<file path="src/drm_pkg.sv">
// Shared types, codes and helpers for the damage rectangle merger.
`default_nettype none

package drm_pkg;

    localparam int MAX_RECTS_DEF = 16;
    localparam int SCREEN_LIMIT  = 4096;
    localparam int TOUCH_GAP     = 2;

    localparam int COORD_W = 12;
    localparam int SIZE_W  = 13;
    localparam int IN_W    = 16;
    localparam int COUNT_W = 5;
    localparam int STAT_W  = 3;
    localparam int CFG_W   = 13;
    localparam int CFG_IDX_W = 1;

    // Output tdata layout
    localparam int OUT_DATA_W    = 56;
    localparam int OUT_COUNT_LSB = 50;

    // Configuration register indexes
    localparam logic [CFG_IDX_W-1:0] REG_SCREEN_WIDTH  = 1'd0;
    localparam logic [CFG_IDX_W-1:0] REG_SCREEN_HEIGHT = 1'd1;

    // Commands
    localparam logic CMD_ADD   = 1'b0;
    localparam logic CMD_DRAIN = 1'b1;

    // Result status codes
    localparam logic [STAT_W-1:0] ST_DISCARD  = 3'd0;
    localparam logic [STAT_W-1:0] ST_MERGE    = 3'd1;
    localparam logic [STAT_W-1:0] ST_APPEND   = 3'd2;
    localparam logic [STAT_W-1:0] ST_OVERFLOW = 3'd3;
    localparam logic [STAT_W-1:0] ST_ENTRY    = 3'd4;
    localparam logic [STAT_W-1:0] ST_EMPTY    = 3'd5;

    typedef struct packed {
        logic [SIZE_W-1:0]  h;
        logic [SIZE_W-1:0]  w;
        logic [COORD_W-1:0] y;
        logic [COORD_W-1:0] x;
    } rect_t;

    localparam int RECT_W = $bits(rect_t);

    // Usable screen dimension: zero reads as one, oversize saturates.
    function automatic logic [SIZE_W-1:0] screen_dim(input logic [CFG_W-1:0] r);
        logic [SIZE_W-1:0] d;
        if (r == '0)
            d = SIZE_W'(1);
        else if (r > CFG_W'(SCREEN_LIMIT))
            d = SIZE_W'(SCREEN_LIMIT);
        else
            d = r;
        return d;
    endfunction

endpackage

`default_nettype wire

</file>
<file path="src/drm_ram.sv">
// Generic single-write, single-read RAM with registered read data.
`default_nettype none

module drm_ram #(
    parameter int WIDTH = drm_pkg::RECT_W,
    parameter int DEPTH = drm_pkg::MAX_RECTS_DEF,
    localparam int AW   = (DEPTH > 1) ? $clog2(DEPTH) : 1
) (
    input  wire logic             clk,
    input  wire logic             we,
    input  wire logic [AW-1:0]    waddr,
    input  wire logic [WIDTH-1:0] wdata,
    input  wire logic             re,
    input  wire logic [AW-1:0]    raddr,
    output logic      [WIDTH-1:0] rdata
);

    logic [WIDTH-1:0] mem [DEPTH];

    always_ff @(posedge clk)
    begin
        if (we)
        begin
            mem[waddr] <= wdata;
        end
        if (re)
        begin
            rdata <= mem[raddr];
        end
    end

endmodule

`default_nettype wire

</file>
<file path="src/drm_clip.sv">
// Clip a signed rectangle to the screen and flag an empty result.
`default_nettype none

module drm_clip (
    input  wire logic signed [drm_pkg::IN_W-1:0]  x,
    input  wire logic signed [drm_pkg::IN_W-1:0]  y,
    input  wire logic        [drm_pkg::IN_W-1:0]  w,
    input  wire logic        [drm_pkg::IN_W-1:0]  h,
    input  wire logic        [drm_pkg::CFG_W-1:0] screen_width,
    input  wire logic        [drm_pkg::CFG_W-1:0] screen_height,
    output drm_pkg::rect_t                        rect,
    output logic                                  ok
);

    localparam int EW = drm_pkg::IN_W + 2;

    logic        [drm_pkg::SIZE_W-1:0] sw;
    logic        [drm_pkg::SIZE_W-1:0] sh;
    logic signed [EW-1:0] left, top, right, bottom;
    logic signed [EW-1:0] sw_s, sh_s;
    logic signed [EW-1:0] left_c, top_c, right_c, bottom_c;
    logic signed [EW-1:0] wd, ht;

    always_comb
    begin
        sw     = drm_pkg::screen_dim(screen_width);
        sh     = drm_pkg::screen_dim(screen_height);
        sw_s   = $signed({{(EW-drm_pkg::SIZE_W){1'b0}}, sw});
        sh_s   = $signed({{(EW-drm_pkg::SIZE_W){1'b0}}, sh});
        left   = EW'(x);
        top    = EW'(y);
        right  = left + $signed({2'b00, w});
        bottom = top + $signed({2'b00, h});

        ok = (w != '0) && (h != '0) && (right > 0) && (bottom > 0)
             && (left < sw_s) && (top < sh_s);

        // Clamp each edge into the screen
        left_c   = (left < 0) ? '0 : left;
        top_c    = (top < 0) ? '0 : top;
        right_c  = (right > sw_s) ? sw_s : right;
        bottom_c = (bottom > sh_s) ? sh_s : bottom;
        wd       = right_c - left_c;
        ht       = bottom_c - top_c;

        rect.x = left_c[drm_pkg::COORD_W-1:0];
        rect.y = top_c[drm_pkg::COORD_W-1:0];
        rect.w = wd[drm_pkg::SIZE_W-1:0];
        rect.h = ht[drm_pkg::SIZE_W-1:0];
    end

endmodule

`default_nettype wire

</file>
<file path="src/damage_rectangle_merger_unit.sv">
// Damage rectangle merger: top level with table sequencer and output register.
//
// Keeps up to MAX_RECTS screen damage rectangles in a one-port-read,
// one-port-write RAM with a registered read. An add transfer (tuser 0) is
// clipped to the configured screen; an empty clip gives status "discarded".
// Otherwise the table is scanned in order for the first entry within two
// pixels; that entry grows to the bounding union and then, in one pass,
// absorbs each other entry it touches when the pass reaches it, each absorbed
// slot being refilled from the last entry. With no touching entry the
// rectangle is appended, or on a full table the table collapses to one
// full-screen entry. An add yields one status transfer carrying the new
// entry count, with tlast set. A drain transfer (tuser 1) streams every entry
// (status 4, tlast on the final one, entry_count 0) and empties the table;
// an empty table yields a single status 5 transfer. One item is worked on at
// a time: s_tready is high only while the sequencer is idle. Every table
// access goes through the RAM read port one entry at a time: an add reads
// entries in order until one touches, then reads the others in the absorb
// pass, with an extra read and write when an absorbed slot is refilled; a
// drain reads and sends each entry in turn and waits while m_tready is low.
// No clearing pass is needed after reset: entries beyond the count are never
// read. Screen size writes are taken at any time but belong between items;
// stored entries are kept when the screen changes.
`default_nettype none

module damage_rectangle_merger_unit #(
    parameter int MAX_RECTS = drm_pkg::MAX_RECTS_DEF
) (
    input  wire logic                               clk,
    input  wire logic                               rst_n,
    // Command stream
    input  wire logic                               s_tvalid,
    output logic                                    s_tready,
    input  wire logic [63:0]                        s_tdata,  // in_x, in_y, in_width, in_height
    input  wire logic                               s_tuser,  // command
    // Result stream
    output logic                                    m_tvalid,
    input  wire logic                               m_tready,
    output logic [drm_pkg::OUT_DATA_W-1:0]          m_tdata,  // out_x, out_y, out_width,
                                                              // out_height, entry_count, pad
    output logic [drm_pkg::STAT_W-1:0]              m_tuser,  // status
    output logic                                    m_tlast,  // last
    // Configuration writes
    input  wire logic                               cfg_we,
    input  wire logic [drm_pkg::CFG_IDX_W-1:0]      cfg_index,
    input  wire logic [drm_pkg::CFG_W-1:0]          cfg_data
);

    localparam int AW = (MAX_RECTS > 1) ? $clog2(MAX_RECTS) : 1;
    localparam int CW = $clog2(MAX_RECTS + 1);
    localparam int XW = drm_pkg::SIZE_W + 1;  // room for edge plus gap

    // Sequencer states
    localparam logic [3:0] S_IDLE   = 4'd0;
    localparam logic [3:0] S_CLIP   = 4'd1;
    localparam logic [3:0] S_FRD    = 4'd2;  // find: issue read
    localparam logic [3:0] S_FCHK   = 4'd3;  // find: test entry
    localparam logic [3:0] S_ARD    = 4'd4;  // absorb: issue read
    localparam logic [3:0] S_ACHK   = 4'd5;  // absorb: test entry
    localparam logic [3:0] S_AMOV   = 4'd6;  // absorb: refill slot from last
    localparam logic [3:0] S_RESULT = 4'd7;
    localparam logic [3:0] S_DRD    = 4'd8;
    localparam logic [3:0] S_DOUT   = 4'd9;

    // Two rectangles lie within the touch gap of each other
    function automatic logic near(input drm_pkg::rect_t a, input drm_pkg::rect_t b);
        logic [XW-1:0] ax, ay, bx, by, ar, ab, br, bb;
        ax = XW'(a.x);
        ay = XW'(a.y);
        bx = XW'(b.x);
        by = XW'(b.y);
        ar = XW'(a.x) + XW'(a.w) + XW'(drm_pkg::TOUCH_GAP);
        ab = XW'(a.y) + XW'(a.h) + XW'(drm_pkg::TOUCH_GAP);
        br = XW'(b.x) + XW'(b.w) + XW'(drm_pkg::TOUCH_GAP);
        bb = XW'(b.y) + XW'(b.h) + XW'(drm_pkg::TOUCH_GAP);
        return (ax <= br) && (bx <= ar) && (ay <= bb) && (by <= ab);
    endfunction

    function automatic drm_pkg::rect_t bound(input drm_pkg::rect_t a,
                                             input drm_pkg::rect_t b);
        drm_pkg::rect_t r;
        logic [XW-1:0] ar, br, ab, bb, mr, mb;
        ar  = XW'(a.x) + XW'(a.w);
        br  = XW'(b.x) + XW'(b.w);
        ab  = XW'(a.y) + XW'(a.h);
        bb  = XW'(b.y) + XW'(b.h);
        mr  = (ar > br) ? ar : br;
        mb  = (ab > bb) ? ab : bb;
        r.x = (a.x < b.x) ? a.x : b.x;
        r.y = (a.y < b.y) ? a.y : b.y;
        r.w = drm_pkg::SIZE_W'(mr - XW'(r.x));
        r.h = drm_pkg::SIZE_W'(mb - XW'(r.y));
        return r;
    endfunction

    logic [3:0]                     state_reg, state_next;
    logic [drm_pkg::CFG_W-1:0]      scr_w_reg, scr_h_reg;
    logic [63:0]                    in_data_reg, in_data_next;
    drm_pkg::rect_t                 nr_reg, nr_next;
    drm_pkg::rect_t                 cur_reg, cur_next;
    logic [AW-1:0]                  i_reg, i_next;
    logic [CW-1:0]                  j_reg, j_next;
    logic [CW-1:0]                  count_reg, count_next;
    logic [drm_pkg::STAT_W-1:0]     res_reg, res_next;

    logic                           out_valid_reg, out_valid_next;
    logic [drm_pkg::STAT_W-1:0]     out_status_reg, out_status_next;
    drm_pkg::rect_t                 out_rect_reg, out_rect_next;
    logic [drm_pkg::COUNT_W-1:0]    out_count_reg, out_count_next;
    logic                           out_last_reg, out_last_next;

    logic                           ram_we, ram_re;
    logic [AW-1:0]                  ram_waddr, ram_raddr;
    drm_pkg::rect_t                 ram_wdata, ram_rdata;

    drm_pkg::rect_t                 clip_rect;
    logic                           clip_ok;
    drm_pkg::rect_t                 full_rect;
    logic                           out_free;
    logic [CW-1:0]                  count_dec;

    drm_ram #(
        .WIDTH (drm_pkg::RECT_W),
        .DEPTH (MAX_RECTS)
    ) u_table (
        .clk   (clk),
        .we    (ram_we),
        .waddr (ram_waddr),
        .wdata (ram_wdata),
        .re    (ram_re),
        .raddr (ram_raddr),
        .rdata (ram_rdata)
    );

    drm_clip u_clip (
        .x             ($signed(in_data_reg[15:0])),
        .y             ($signed(in_data_reg[31:16])),
        .w             (in_data_reg[47:32]),
        .h             (in_data_reg[63:48]),
        .screen_width  (scr_w_reg),
        .screen_height (scr_h_reg),
        .rect          (clip_rect),
        .ok            (clip_ok)
    );

    assign s_tready  = (state_reg == S_IDLE);
    assign out_free  = !out_valid_reg || m_tready;
    assign count_dec = count_reg - CW'(1);

    always_comb
    begin
        full_rect.x = '0;
        full_rect.y = '0;
        full_rect.w = drm_pkg::screen_dim(scr_w_reg);
        full_rect.h = drm_pkg::screen_dim(scr_h_reg);
    end

    always_comb
    begin
        state_next      = state_reg;
        in_data_next    = in_data_reg;
        nr_next         = nr_reg;
        cur_next        = cur_reg;
        i_next          = i_reg;
        j_next          = j_reg;
        count_next      = count_reg;
        res_next        = res_reg;
        out_valid_next  = out_valid_reg && !m_tready;
        out_status_next = out_status_reg;
        out_rect_next   = out_rect_reg;
        out_count_next  = out_count_reg;
        out_last_next   = out_last_reg;
        ram_we          = 1'b0;
        ram_waddr       = j_reg[AW-1:0];
        ram_wdata       = ram_rdata;
        ram_re          = 1'b0;
        ram_raddr       = j_reg[AW-1:0];

        unique case (state_reg)
            S_IDLE:
            begin
                if (s_tvalid)
                begin
                    in_data_next = s_tdata;
                    j_next       = '0;
                    if (s_tuser == drm_pkg::CMD_DRAIN)
                    begin
                        if (count_reg == '0)
                        begin
                            res_next   = drm_pkg::ST_EMPTY;
                            state_next = S_RESULT;
                        end
                        else
                        begin
                            state_next = S_DRD;
                        end
                    end
                    else
                    begin
                        state_next = S_CLIP;
                    end
                end
            end

            S_CLIP:
            begin
                nr_next = clip_rect;
                if (clip_ok)
                begin
                    state_next = S_FRD;
                end
                else
                begin
                    res_next   = drm_pkg::ST_DISCARD;
                    state_next = S_RESULT;
                end
            end

            S_FRD:
            begin
                if (j_reg >= count_reg)
                begin
                    // No entry touches: append, or collapse a full table
                    ram_we = 1'b1;
                    if (count_reg < CW'(MAX_RECTS))
                    begin
                        ram_waddr  = count_reg[AW-1:0];
                        ram_wdata  = nr_reg;
                        count_next = count_reg + CW'(1);
                        res_next   = drm_pkg::ST_APPEND;
                    end
                    else
                    begin
                        ram_waddr  = '0;
                        ram_wdata  = full_rect;
                        count_next = CW'(1);
                        res_next   = drm_pkg::ST_OVERFLOW;
                    end
                    state_next = S_RESULT;
                end
                else
                begin
                    ram_re     = 1'b1;
                    state_next = S_FCHK;
                end
            end

            S_FCHK:
            begin
                if (near(ram_rdata, nr_reg))
                begin
                    cur_next   = bound(ram_rdata, nr_reg);
                    i_next     = j_reg[AW-1:0];
                    j_next     = '0;
                    state_next = S_ARD;
                end
                else
                begin
                    j_next     = j_reg + CW'(1);
                    state_next = S_FRD;
                end
            end

            S_ARD:
            begin
                if (j_reg >= count_reg)
                begin
                    // Pass complete: write the grown entry back
                    ram_we     = 1'b1;
                    ram_waddr  = i_reg;
                    ram_wdata  = cur_reg;
                    res_next   = drm_pkg::ST_MERGE;
                    state_next = S_RESULT;
                end
                else if (j_reg[AW-1:0] == i_reg)
                begin
                    j_next = j_reg + CW'(1);
                end
                else
                begin
                    ram_re     = 1'b1;
                    state_next = S_ACHK;
                end
            end

            S_ACHK:
            begin
                if (near(cur_reg, ram_rdata))
                begin
                    cur_next   = bound(cur_reg, ram_rdata);
                    count_next = count_dec;
                    if (j_reg == count_dec)
                    begin
                        // Absorbed entry was the last one: nothing to move
                        state_next = S_ARD;
                    end
                    else
                    begin
                        ram_re     = 1'b1;
                        ram_raddr  = count_dec[AW-1:0];
                        state_next = S_AMOV;
                    end
                end
                else
                begin
                    j_next     = j_reg + CW'(1);
                    state_next = S_ARD;
                end
            end

            S_AMOV:
            begin
                // Refill the absorbed slot; follow the grown entry if it moved
                ram_we    = 1'b1;
                ram_waddr = j_reg[AW-1:0];
                ram_wdata = ram_rdata;
                if (CW'(i_reg) == count_reg)
                begin
                    i_next = j_reg[AW-1:0];
                end
                state_next = S_ARD;
            end

            S_RESULT:
            begin
                if (out_free)
                begin
                    out_valid_next  = 1'b1;
                    out_status_next = res_reg;
                    out_rect_next   = '0;
                    out_last_next   = 1'b1;
                    if (res_reg == drm_pkg::ST_EMPTY)
                        out_count_next = '0;
                    else
                        out_count_next = drm_pkg::COUNT_W'(count_reg);
                    state_next = S_IDLE;
                end
            end

            S_DRD:
            begin
                ram_re     = 1'b1;
                state_next = S_DOUT;
            end

            S_DOUT:
            begin
                if (out_free)
                begin
                    out_valid_next  = 1'b1;
                    out_status_next = drm_pkg::ST_ENTRY;
                    out_rect_next   = ram_rdata;
                    out_count_next  = '0;
                    out_last_next   = (j_reg + CW'(1) == count_reg);
                    if (j_reg + CW'(1) == count_reg)
                    begin
                        count_next = '0;
                        state_next = S_IDLE;
                    end
                    else
                    begin
                        j_next     = j_reg + CW'(1);
                        state_next = S_DRD;
                    end
                end
            end

            default:
            begin
                state_next = S_IDLE;
            end
        endcase
    end

    // Control state
    always_ff @(posedge clk or negedge rst_n)
    begin
        if (!rst_n)
        begin
            state_reg     <= S_IDLE;
            count_reg     <= '0;
            out_valid_reg <= 1'b0;
            scr_w_reg     <= drm_pkg::CFG_W'(1280);
            scr_h_reg     <= drm_pkg::CFG_W'(800);
        end
        else
        begin
            state_reg     <= state_next;
            count_reg     <= count_next;
            out_valid_reg <= out_valid_next;
            if (cfg_we)
            begin
                unique case (cfg_index)
                    drm_pkg::REG_SCREEN_WIDTH:  scr_w_reg <= cfg_data;
                    drm_pkg::REG_SCREEN_HEIGHT: scr_h_reg <= cfg_data;
                    default:                    ;
                endcase
            end
        end
    end

    // Payload and working registers
    always_ff @(posedge clk)
    begin
        in_data_reg    <= in_data_next;
        nr_reg         <= nr_next;
        cur_reg        <= cur_next;
        i_reg          <= i_next;
        j_reg          <= j_next;
        res_reg        <= res_next;
        out_status_reg <= out_status_next;
        out_rect_reg   <= out_rect_next;
        out_count_reg  <= out_count_next;
        out_last_reg   <= out_last_next;
    end

    assign m_tvalid = out_valid_reg;
    assign m_tuser  = out_status_reg;
    assign m_tlast  = out_last_reg;
    assign m_tdata  = {1'b0, out_count_reg, out_rect_reg};

endmodule

`default_nettype wire

</file>
<file path="config.mk">
export PLATFORM = sky130hd
export DESIGN_NAME = damage_rectangle_merger_unit
export DESIGN_NICKNAME = d
export VERILOG_FILES = /design/src/drm_pkg.sv /design/src/drm_ram.sv /design/src/drm_clip.sv /design/src/damage_rectangle_merger_unit.sv
export SDC_FILE = /design/constraint.sdc
export NUM_CORES = 2
export LEC_CHECK = 0
export ABC_AREA = 1
export BUFFER_PORTS_ARGS = -buffer_cell sky130_fd_sc_hd__buf_2
export CAP_MARGIN = 20
export CORE_MARGIN = 2
export CORE_UTILIZATION = 31
export CTS_BUF_LIST = sky130_fd_sc_hd__clkbuf_4 sky130_fd_sc_hd__clkbuf_8 sky130_fd_sc_hd__clkbuf_16
export CTS_CLUSTER_DIAMETER = 60
export DETAILED_ROUTE_END_ITERATION = 7
export PLACE_DENSITY = 0.55
export SLEW_MARGIN = 30
export SYNTH_ARGS = -nofsm -noshare
export SYNTH_HDL_FRONTEND = slang
export SYNTH_SLANG_ARGS = --single-unit
</file>
<file path="constraint.sdc">
create_clock -name clk -period 9.97 [get_ports clk]
set_input_delay 0.4985 -clock clk [delete_from_list [all_inputs] [get_ports clk]]
set_output_delay 0.4985 -clock clk [all_outputs]
set_load 0.005 [all_outputs]
</file>
[Word-level counts from Yosys, hierarchy flattened]
Memory sizes are Yosys's and may differ from the RTL's. A register that Yosys moved wholly into a read port is not among the register bits.
Index checks and enable logic that the tools add are counted.
Operators by class
  $add $sub $neg: 23
  order comparisons: 28
  equal/unequal tests: 31
  muxes and demuxes: 94
  bitwise gates (word level): 1
  reductions and logical operators: 39
Operators by type and width (number)
  50-bit two-way mux: 7
  50-bit one-hot mux with 2 select lines: 3
  13-bit two-way mux: 12
  12-bit by 14-bit less-or-equal comparator with 1-bit output: 8
  12-bit by 13-bit adder with 14-bit output: 6
  14-bit by 2-bit adder with 14-bit output (second input constant): 6
  5-bit two-way mux: 15
  4-bit two-way mux: 17
  14-bit greater-than comparator: 4
  13-bit by 12-bit subtractor with 13-bit output: 4
  12-bit less-than comparator: 4
  12-bit two-way mux: 4
  4-bit one-hot mux with 10 select lines: 1
  16-bit by 17-bit adder with 18-bit output: 2
  18-bit by 1-bit greater-than comparator with 1-bit output (second input constant): 2
  18-bit by 14-bit greater-than comparator with 1-bit output: 2
  3-bit two-way mux: 11
  16-bit by 1-bit less-than comparator with 1-bit output (second input constant): 2
  16-bit by 14-bit less-than comparator with 1-bit output: 2
  16-bit nonzero test: 2
  2-bit inequality test (second input constant): 14
  13-bit greater-than comparator (second input constant): 2
  13-bit logical NOT: 2
  13-bit subtractor: 2
  other kinds (40): 82
Word-level totals
  register bits: 271
  memory bits (writable): 800
  bits of input ports: 84
  output and inout port bits: 62
  logic and storage cells: 241
  memories kept: 1
Memories
  u_table.mem: depth 16, width 50, rd ports 1, clocked after Yosys merged registers in 1, write ports 1, RTL line drm_ram.sv:18  | logic [WIDTH-1:0] mem [DEPTH];

[Longest topological paths before layout]
  depth in word-level cells: 8
  depth in mapped cells: 43
  mapped depth without buffers: 42

[Cells and area by module]
A second synthesis with hierarchy kept.
Unflattened totals
  cells, all modules: 7487
  area total of the unflattened synthesis: 66125.9 um2
By module, submodules not included
  drm_ram: times used 1, cells an instance 3296, area an instance 35959.5 um2, seq. area each 25524.5 um2
  damage_rectangle_merger_unit: times used 1, cells an instance 3315, area an instance 25032.8 um2, seq. area each 7963.9 um2
  drm_clip: times used 1, cells an instance 876, area an instance 5133.7 um2, seq. area each 0.0 um2

[Worst setup path after synthesis]
OpenSTA, ideal clock, no wires.
  kind: register to register
  start: register nr_reg[12] in the netlist's numbering
  end: register cur_reg[49] in the netlist's numbering (data pin)
  library setup time: 268 ps
  arrival: 5314 ps
  required time: 9702 ps
  setup slack: 4388 ps
  stages on the path, launching flop included: 38
  buffers on the path: 1
  period minus slack after synthesis: 5582 ps
  path through: edfxtp_1 > ha_1 > inv_1 > fa_1 > o21ai_1 > nand2_1 > o211ai_1 > nand2_1 > nand2_1 > a21oi_1 > o21ai_0 > xnor2_1 > ha_1 > nand2_1 > inv_1 > nand3_1 > nor3_1 > nand4_1 > [... 2 more ...] > inv_1 > nand2_1 > o21ai_0 > ha_1 > fa_1 > o31ai_1 > inv_1 > o21ai_0 > inv_1 > o21ai_0 > nand3_1 > nand2_1 > nand2_1 > inv_1 > nor2_1 > nor2_1 > o21a_1 > o31ai_1
RTL lines
  start: declaration: RTL line damage_rectangle_merger_unit.sv:98  | drm_pkg::rect_t nr_reg, nr_next;
  start signal: assignment: RTL line damage_rectangle_merger_unit.sv:405  | nr_reg <= nr_next;
  end signal: assignment: RTL line damage_rectangle_merger_unit.sv:406  | cur_reg <= cur_next;
  end: declaration: RTL line damage_rectangle_merger_unit.sv:99  | drm_pkg::rect_t cur_reg, cur_next;

[Worst setup path after layout]
  start: register u_table.rdata[0] (read register of u_table.mem)
  end: register u_table.rdata[14] (read register of u_table.mem) (data pin)
Between the ends
  word-level cells in the longest chain between the ends: 8
  elaborated cells between the ends (all ways): 11
  those cells by class: 2 x add/sub; 2 x order compare; 4 x mux; 3 x reduce/logical
Ends and longest elaborated chain
  start: declaration: RTL line drm_ram.sv:15  | output logic [WIDTH-1:0] rdata
  12-bit by 13-bit adder with 14-bit output: RTL line damage_rectangle_merger_unit.sv:73  | br = XW'(b.x) + XW'(b.w) + XW'(drm_pkg::TOUCH_GAP);
  14-bit by 2-bit adder with 14-bit output: RTL line damage_rectangle_merger_unit.sv:73
  12-bit by 14-bit less-or-equal comparator with 1-bit output: RTL line damage_rectangle_merger_unit.sv:75  | return (ax <= br) && (bx <= ar) && (ay <= bb) && (by <= ab);
  1-bit logical AND (*) (3 in series): RTL line damage_rectangle_merger_unit.sv:75
  1-bit two-way mux / 4-bit two-way mux (equally long branches): RTL line damage_rectangle_merger_unit.sv:287  | if (near(cur_reg, ram_rdata))
  1-bit one-hot mux with 4 select lines / 4-bit two-way mux (equally long branches): RTL line damage_rectangle_merger_unit.sv:178  | unique case (state_reg)
Every way passes the cells marked *; elsewhere a longest branch is shown, timed or not.
A chain may end at the register's enable or synchronous reset.

==> metrics <==
status complete, no violations; layout cell share with drive strength beyond 1 7.91%; vias in the first global route ~49000; DR vias/cell 5.00; RR Startpoint u_table.rdata[0]$_DFFE_PP_; largest net degree at the start of global routing 115; final cell count without fillers just over 10000; slew margin rel. 31.3%; placed cell count ~10000; HP Start cfg_data[0]; Critical Path Start u_table.rdata[0]$_DFFE_PP_; area grow syn2layout 13.9%; period utilization 79.8%; Final GP Congestion 0.993; syn nets 7760; Worst setup SP type flop; post-route ant nets 0; Post-Synthesis Cells 7230; register area share after synthesis 51.3%; synth top area cells edfxtp_1 50%, nand2_1 9.4%, ha_1 8.3%; critical path required time 10.41 ns; met2 GRT Util 32.2%; Core Footprint 0.210 sq mm; Setup Skew around 0.036 ns; slowest stage delay, CP ~0.80 ns; estimated wirelength of the detail-placed design approximately 150000 um; M3 GR Usage 2.86%; die height ~460 um; crit path max-delay cell type nand2_8; final hold violations 0; Post-synth top flop edfxtp_1; Iter 0 DRT Violations 5383; WS Path Type reg -> reg; io pins 146; Syn. warnings 0; met1 Usage GRT roughly 28%; crit path DAT 8.40 ns; antenna violations before repair 2; Worst R2R Setup Slack roughly 2.0 ns; CTS Buffer Depth 3; Rows 168; synthesized flop and latch total between 1000 and 1500; most frequent cells in the layout 1621 x nand2_1, 1287 x inv_1, 1085 x edfxtp_1, 963 x nand3_1, 432 x ha_1; router iterations before antenna repair 6; starting density of the core 31.2%; Post-synth EDFFs 1085; Residual DRC 0; Setup-failing EPs final 0; Root Driver clkbuf_16; Worst Path Max Fanout 107; Crit. End Element flop; Most Frequent Cell on Critical Path nand2_1; post-route setup TNS 0 ns; GRT Util Overall 20.2%; Yosys cell types 64; port buffer count 144; CTS tree done; routed vias 51748; first-pass GRT wire length roughly 330000 um; clk_lat worst skew 0.81 ns; die width 463 um; Layout Nets 7961; max FFs per register 800; ys async rst share 3.21%; Die Footprint between 0.2 and 0.25 sq mm; Num Clock Sinks around 1100; Hold Path Class in -> reg; Routed WL 223000 um; syn avg cell area 9.03 sq um; highest clock rate 126 MHz; worst slew pin tran 1.03 ns; commonest non-fill, non-tap cell in the layout nand2_1; Yosys top cell area share about 50%; GR peak layer met2; Tmin final 7.96 ns; grt ovf 0; CTS resizes 0; H-tree depth 4; max_cap viols 0; CTS clk-pin slew, worst paths 0.06 ns; clock buffer count from CTS about 130; worst hold slack between 0.04 and 0.05 ns; Mapped Area approximately 0.065 sq mm; Wirelength per Cell between 20 and 25 um; RSZ-0062 raised after global routing false; fin. max-slew vios 0; area leader, netlist edfxtp_1
-- critical path: cells and delay by family (launching register included) --
kind / cells / cell delay, ns
simple gates: 20 / 3.73
flops: 1 / 0.56
xor+xnor: 1 / 0.13
fa+ha+maj: 4 / 1.53
buf+inv: 3 / 0.97
compound gates: 1 / 0.48
-- routing by layer --
metal	routed length, um	part of all wire, %	up-vias
met1	101000	45	24991
met3	14600	6.6	323
met4	6430	2.9	4
met5	27	0.012	-
met2	101000	45	1864
li1	-	-	24566
-- stage by stage --
step           worst slack, ns  util (%)  area, sq um
2_1_floorplan             4.39         -        65300
3_3_place_gp              2.19      33.0        69200
3_5_place_dp              2.25      33.1        69300
4_1_cts                   2.15      35.5        74400
5_1_grt                   1.62      35.5        74400
6_report                  2.01      35.5        74400
-- synth_stat cells, types with 34 or more instances --
| cell | n |
|---|---|
| buf_4 | 41 |
| nor2_1 | 327 |
| a21oi_1 | 246 |
| inv_1 | 1289 |
| buf_2 | 113 |
| xnor2_1 | 34 |
| nand3b_1 | 110 |
| nand4_1 | 64 |
| ha_1 | 432 |
| o221ai_1 | 40 |
| edfxtp_1 | 1085 |
| nand2_1 | 1627 |
| clkbuf_1 | 72 |
| o21ai_0 | 304 |
| nand3_1 | 963 |
| xor2_1 | 93 |
-- path summary, 6_finish.rpt --
check	endpoint	cells past startpoint
worst max-delay path	u_table.rdata[14]$_DFFE_PP_	29
worst min-delay path	scr_h_reg[0]$_DFFE_PN0P_	3
worst max register to register	u_table.rdata[14]$_DFFE_PP_	29
worst min register to register	scr_h_reg[9]$_DFFE_PN1P_	2
max in group asynchronous	count_reg[2]$_DFFE_PN0P_	2
min in group asynchronous	scr_h_reg[11]$_DFFE_PN0P_	2
-- cells by family after synthesis --
| kind of cell | share of synthesized area [%] |
|---|---|
| flip-flops | 51.3 |
| other | 0.00574 |
| buffers and inverters | 9.73 |
| AO/OA/AOI/OAI | 6.44 |
| multiplexers | 0.368 |
| AND/OR/NAND/NOR | 21.7 |
| XOR/XNOR | 1.77 |
| adder cells (fa/ha/maj) | 8.71 |
-- layout make-up --
type	count	area, sq um
fill	21276	135000
sequential	1121	33500
multi-input combinational	4548	25800
inverter	1303	4900
clock buffer	169	3610
tap	2805	3510
timing repair buffer	324	2380
clock inverter	71	684
antenna	2	5.00
-- repair_timing --
| item | CTS | global route |
|---|---|---|
| buffers inserted | 0 | 0 |
| hold buffers | 72 | 0 |
| endpoints found under the hold margin | 107 | 0 |
Power is left out: the tool's default activity adds up to more than one toggle a clock period on the data nets, which glitch-free logic cannot reach.
